<file path="src/rtl/core/bmp_pkg.sv">
// Shared constants and types for the binomial coefficient modulo prime block.
// Holds the modulus, the Barrett reduction constant, stream widths and the
// table fill state type. No dependencies.
package bmp_pkg;

    // Modulus and Fermat exponent for inverses
    localparam int          COEF_W    = 30;
    localparam logic [29:0] MOD_P     = 30'd1000000007;
    localparam logic [29:0] FERMAT_EXP = MOD_P - 30'd2;
    localparam int          EXP_BITS  = 30;
    localparam int          EXP_IW    = $clog2(EXP_BITS);

    // Multiples of p at remainder width
    localparam logic [31:0] MOD_P_X1  = 32'(64'(MOD_P));
    localparam logic [31:0] MOD_P_X2  = 32'(64'(MOD_P) * 64'd2);
    localparam logic [31:0] MOD_P_X3  = 32'(64'(MOD_P) * 64'd3);

    // Barrett constant floor(2^60 / p), 31 bits
    localparam logic [30:0] BARRETT_M = 31'((64'd1 << 60) / 64'(MOD_P));

    // Modular multiplier latency in cycles
    localparam int          MM_LAT    = 4;

    // Stream widths
    localparam int          COUNT_W     = 12;
    localparam int          IN_TDATA_W  = 24;
    localparam int          OUT_TDATA_W = 32;

    // Result queue
    localparam int          FIFO_DEPTH = 16;
    localparam int          FIFO_AW    = $clog2(FIFO_DEPTH);
    localparam int          FIFO_CW    = FIFO_AW + 1;

    localparam int          MAX_N_DEFAULT = 2048;

    // Table fill sequencer
    typedef enum logic [3:0] {
        ST_ZERO,
        ST_FACT_ISSUE,
        ST_FACT_WAIT,
        ST_EXP_MUL_ISSUE,
        ST_EXP_MUL_WAIT,
        ST_EXP_SQR_ISSUE,
        ST_EXP_SQR_WAIT,
        ST_INV_ISSUE,
        ST_INV_WAIT,
        ST_DONE
    } t_init_state;

endpackage

</file>
<file path="src/rtl/core/bmp_modmul.sv">
// Pipelined modular multiplier: a * b mod p with Barrett reduction.
// Four register stages, one operation per cycle. Depends on bmp_pkg.
module bmp_modmul import bmp_pkg::*; (
    input  logic              i_clk,
    input  logic              i_rst_n,
    input  logic              i_valid,
    input  logic [COEF_W-1:0] i_a,
    input  logic [COEF_W-1:0] i_b,
    output logic              o_valid,
    output logic [COEF_W-1:0] o_res
);

    logic [MM_LAT-1:0] r_v;
    logic [59:0]       r_prod;
    logic [61:0]       r_qh;
    logic [31:0]       r_lo;
    logic [31:0]       r_rem;
    logic [COEF_W-1:0] r_res;

    logic [59:0]       w_prod;
    logic [61:0]       w_qh;
    logic [31:0]       w_qp;
    logic [31:0]       w_rem;
    logic [31:0]       w_fix;

    // Valid shift line
    always_ff @(posedge i_clk) begin
        if (!i_rst_n) begin
            r_v <= '0;
        end else begin
            r_v <= {r_v[MM_LAT-2:0], i_valid};
        end
    end

    // Stage 1: full product, below p^2 < 2^60
    assign w_prod = 60'(i_a) * 60'(i_b);

    // Stage 2: quotient estimate (x >> 29) * m
    assign w_qh = 62'(r_prod[59:29]) * 62'(BARRETT_M);

    // Stage 3: remainder estimate in [0, 3p) on 32 bits
    assign w_qp  = 32'(r_qh[61:31]) * MOD_P_X1;
    assign w_rem = r_lo - w_qp;

    // Stage 4: at most two corrections
    always_comb begin
        if (r_rem >= MOD_P_X2) begin
            w_fix = r_rem - MOD_P_X2;
        end else if (r_rem >= MOD_P_X1) begin
            w_fix = r_rem - MOD_P_X1;
        end else begin
            w_fix = r_rem;
        end
    end

    always_ff @(posedge i_clk) begin
        r_prod <= w_prod;
        r_qh   <= w_qh;
        r_lo   <= r_prod[31:0];
        r_rem  <= w_rem;
        r_res  <= COEF_W'(w_fix);
    end

    assign o_valid = r_v[MM_LAT-1];
    assign o_res   = r_res;

    // Barrett estimate is never off by more than two multiples of p
    a_rem_bound: assert property (@(posedge i_clk) disable iff (!i_rst_n)
        r_v[2] |-> r_rem < MOD_P_X3)
        else $error("modmul remainder estimate out of range");

    // Reduced result is a residue
    a_res_reduced: assert property (@(posedge i_clk) disable iff (!i_rst_n)
        o_valid |-> o_res < MOD_P)
        else $error("modmul result not reduced");

    // Every result traces back to an issued operation
    a_latency: assert property (@(posedge i_clk) disable iff (!i_rst_n)
        o_valid |-> $past(i_valid, MM_LAT))
        else $error("modmul result without issue");

endmodule

</file>
<file path="config.mk">
export PLATFORM = sky130hd
export DESIGN_NAME = bmp_modmul
export DESIGN_NICKNAME = d
export VERILOG_FILES = /design/src/rtl/core/bmp_pkg.sv /design/src/rtl/core/bmp_modmul.sv
export SDC_FILE = /design/constraint.sdc
export NUM_CORES = 2
export LEC_CHECK = 0
export BUFFER_PORTS_ARGS = -buffer_cell sky130_fd_sc_hd__clkbuf_2
export CAP_MARGIN = 40
export CORE_ASPECT_RATIO = 1.5
export CORE_MARGIN = 2
export CORE_UTILIZATION = 49
export DETAILED_ROUTE_END_ITERATION = 12
export SYNTH_ARGS = -nofsm -noshare
export SYNTH_HDL_FRONTEND = slang
export SYNTH_SLANG_ARGS = --single-unit
export TNS_END_PERCENT = 10
</file>
<file path="constraint.sdc">
create_clock -name i_clk -period 9.3 [get_ports i_clk]
set_input_delay 0.93 -clock i_clk [delete_from_list [all_inputs] [get_ports i_clk]]
set_output_delay 0.93 -clock i_clk [all_outputs]
set_load 0.02 [all_outputs]
</file>
==> qor.yml <==
logic_synthesis:
  synth_edf_count: 0
  synth_common_cells: "1581 x inv_1, 1260 x fa_1, 784 x ha_1"
  synth_area_leaders: "fa_1 45%, ha_1 18%, inv_1 11%"
  synth_cell_types: 76
  netlist_area_um2: 55780
  async_reset_ff_share_pct: 0
  ys_ff_latch: 189
  avgSynthCellArea_um2: 9.617
  synthFlopType: "dfxtp_1"
  synth_cells: 5800
  ys_seq_area_share_pct: 6.783
  synth_top_cell_by_area: "fa_1"
  synth_fp_nets: 7907
  synth_most_common_cell: "inv_1"
  post-synth-top-area-fraction_pct: 45.22
  yosysWarnings: 0
floorplanning:
  die_area_um2: 116600
  fp.coreArea_um2: 113000
  die_h_um: 417.2
  die_w_um: 279.5
  num_io_pins: 94
  start_util_pct: 49.37
  row_count: 151
setup_path:
  required_ps: 9700
  cpMaxStageDelayCell: "clkbuf_2"
  cp_max_fo: 30
  rr_startpoint: "r_prod[51]$_DFF_P_"
  max_stage_delay_ps: 660
  crit_type: "primary input to register"
  crit_path_end_kind: "register"
  crit_family: "adder cells"
  r2r_end: "r_qh[55]$_DFF_P_"
  reg2reg_depth: 22
  reg2reg_slack_ps: 1190
  cp_common_cell: "fa_1"
  crit_arrival_ps: 9070
  path_buf_inv: 7
  cp-start-kind: "primary input"
routing:
  vias_per_cell: 5.146
  vias: 37390
  routed_wl_um: 142800
  ant_nets: 0
  drtIter0Drc: 1676
  firstDrtPassIters: 5
  wire_per_inst_um: 19.66
  drc: 0
hold_path:
  min_to: "r_lo[19]$_DFF_P_"
  min-delay-start: "r_prod[19]$_DFF_P_"
  holdCritPathClass: "register to register"
  min_delay_path_depth: 0
global_routing:
  antenna_found_initial: 3
  grt_max_degree: 31
  grt_pass1_vias: 41550
  track_usage_pct: 25.67
  grt_remaining_overflow: 0
  grt_first_pass_wirelength_um: 229800
clock_tree:
  path_clk_slew_ps: 80
  cts_hold_buf: 0
  clockBufferDepth: 2
  htreeDepth: 4
  tritoncts: "done"
  cts_resized: 0
  cts-root-buf: "clkbuf_16"
  cts_setup_buffers: 0
  clock_sinks: 189
  clkLatencyLatePin_ps: 470
  numCtsBuffers: 17
cells_and_area:
  final_layout_size_suffix_gt1_share_pct: 4.181
  final_cell_area_um2: 58580
  fin_nets: 7906
  syn_to_final_growth_pct: 5.016
  instances_no_fill: 7266
placed_design:
  placed_area_um2: 57960
  globalplace.congestion: 0.9093
  dp_cells: 7233
  io_buffers: 93
  hpwl_um: 124300
timing:
  fmax_ghz: 0.1153
  slew_headroom_pct: 36.93
  rsz0062_at_grt: "no"
  hold_slack_ps: 328.5
  finalClockSkew_ps: 20.69
  setup_violations: 0
  finalCritPeriodShare_pct: 93.27
  fin_crit_ps: 8674
  hold_violations: 0
  slew_viol_final: 0
  worst_slew_pin_slew_ps: 946.0
  setup_tns_ps: 0
flow_run:
  maxCapViolations: 0
run_status:
  status: "finished clean"
## state kept, by name, summed over array words and instances (netlist names)
| signal | flops |
|---|---|
| o_res | 30 |
| r_lo | 32 |
| r_prod | 60 |
| r_qh | 31 |
| r_rem | 32 |
| r_v | 4 |
## layout make-up
type	instances	area, µm²
Timing Repair Buffer	178	1131
Clock inverter	15	185.2
Inverter	1581	5934
Multi-Input combinational cell	3832	45300
Antenna cell	1	2.502
Clock buffer	17	425.4
Fill cell	10550	54400
Tap cell	1453	1818
Sequential cell	189	3784
## per-layer routing
metal	up-vias	global-route usage [%]	wire length, µm
met1	19090	31.59	57240
met2	928	46.86	74180
met5	-	0	13
li1	17120	-	-
met4	2	9.435	6057
met3	253	2.004	5335
## through the flow
step                utilization, %  worst slack [ps]
floorplan                        -              1272
global placement             51.28             221.1
detailed placement           51.30             147.3
CTS                          51.84             623.2
global route                 51.85             281.4
finish                       51.85             625.5
## how the worst max path moves through the flow
stage	to	cells past startpoint	from	slack (ps)
2_1_floorplan	r_prod[57]$_DFF_P_	27	i_a[27]	1270
3_3_place_gp	r_prod[57]$_DFF_P_	25	i_b[9]	220
3_5_place_dp	r_prod[57]$_DFF_P_	28	i_b[9]	150
4_1_cts	r_prod[57]$_DFF_P_	28	i_b[9]	620
5_1_grt	r_prod[57]$_DFF_P_	28	i_b[9]	280
6_report	r_prod[57]$_DFF_P_	28	i_b[9]	630
## layout by cell type, fill, tap and decap left out, types with 3 or more instances in the layout
| cell type | netlist | layout |
|---|---|---|
| o31ai_1 | 7 | 7 |
| nor3b_1 | 4 | 4 |
| clkbuf_16 | 0 | 17 |
| nor2_1 | 91 | 91 |
| or2_2 | 9 | 9 |
| a21oi_2 | 3 | 3 |
| o211ai_1 | 6 | 6 |
| nand3_1 | 22 | 22 |
| xnor2_1 | 117 | 117 |
| and2_1 | 500 | 500 |
| and3_1 | 18 | 18 |
| nand4_1 | 18 | 18 |
| a41oi_1 | 7 | 7 |
| o21bai_1 | 15 | 15 |
| nor3_1 | 28 | 28 |
| nand2b_1 | 17 | 17 |
| buf_4 | 2 | 82 |
| a211oi_1 | 13 | 13 |
| nor4_1 | 6 | 6 |
| a31o_2 | 4 | 4 |
| a21boi_0 | 7 | 7 |
| inv_8 | 0 | 4 |
| dfxtp_1 | 189 | 189 |
| fa_1 | 1260 | 1260 |
| inv_1 | 1581 | 1581 |
| clkinv_8 | 0 | 5 |
| clkbuf_2 | 0 | 93 |
| o21a_1 | 20 | 20 |
| a21oi_1 | 119 | 119 |
| nand2_1 | 487 | 487 |
| o21ai_0 | 59 | 59 |
| xor2_1 | 52 | 52 |
| a31oi_1 | 12 | 12 |
| a21o_1 | 69 | 69 |
| ha_1 | 784 | 784 |
| a221oi_1 | 5 | 5 |
| nor2b_1 | 16 | 16 |
| o21ai_1 | 8 | 8 |
## logic make-up (layout without fill, tap and decap cells)
kind of cell | after synthesis | count (layout) | share of synthesized area [%]
mux | 1 | 1 | 0.01795
xor+xnor | 169 | 169 | 2.654
compound gates | 387 | 387 | 4.565
flops | 189 | 189 | 6.783
fa+ha+maj | 2045 | 2045 | 62.83
buf+inv | 1779 | 1791 | 12.01
simple gates | 1230 | 1230 | 11.14
other cells | 0 | 1 | 0
Power is not shown: default switching activity piles up to over one toggle a cycle in this logic, so the estimate is an artifact.
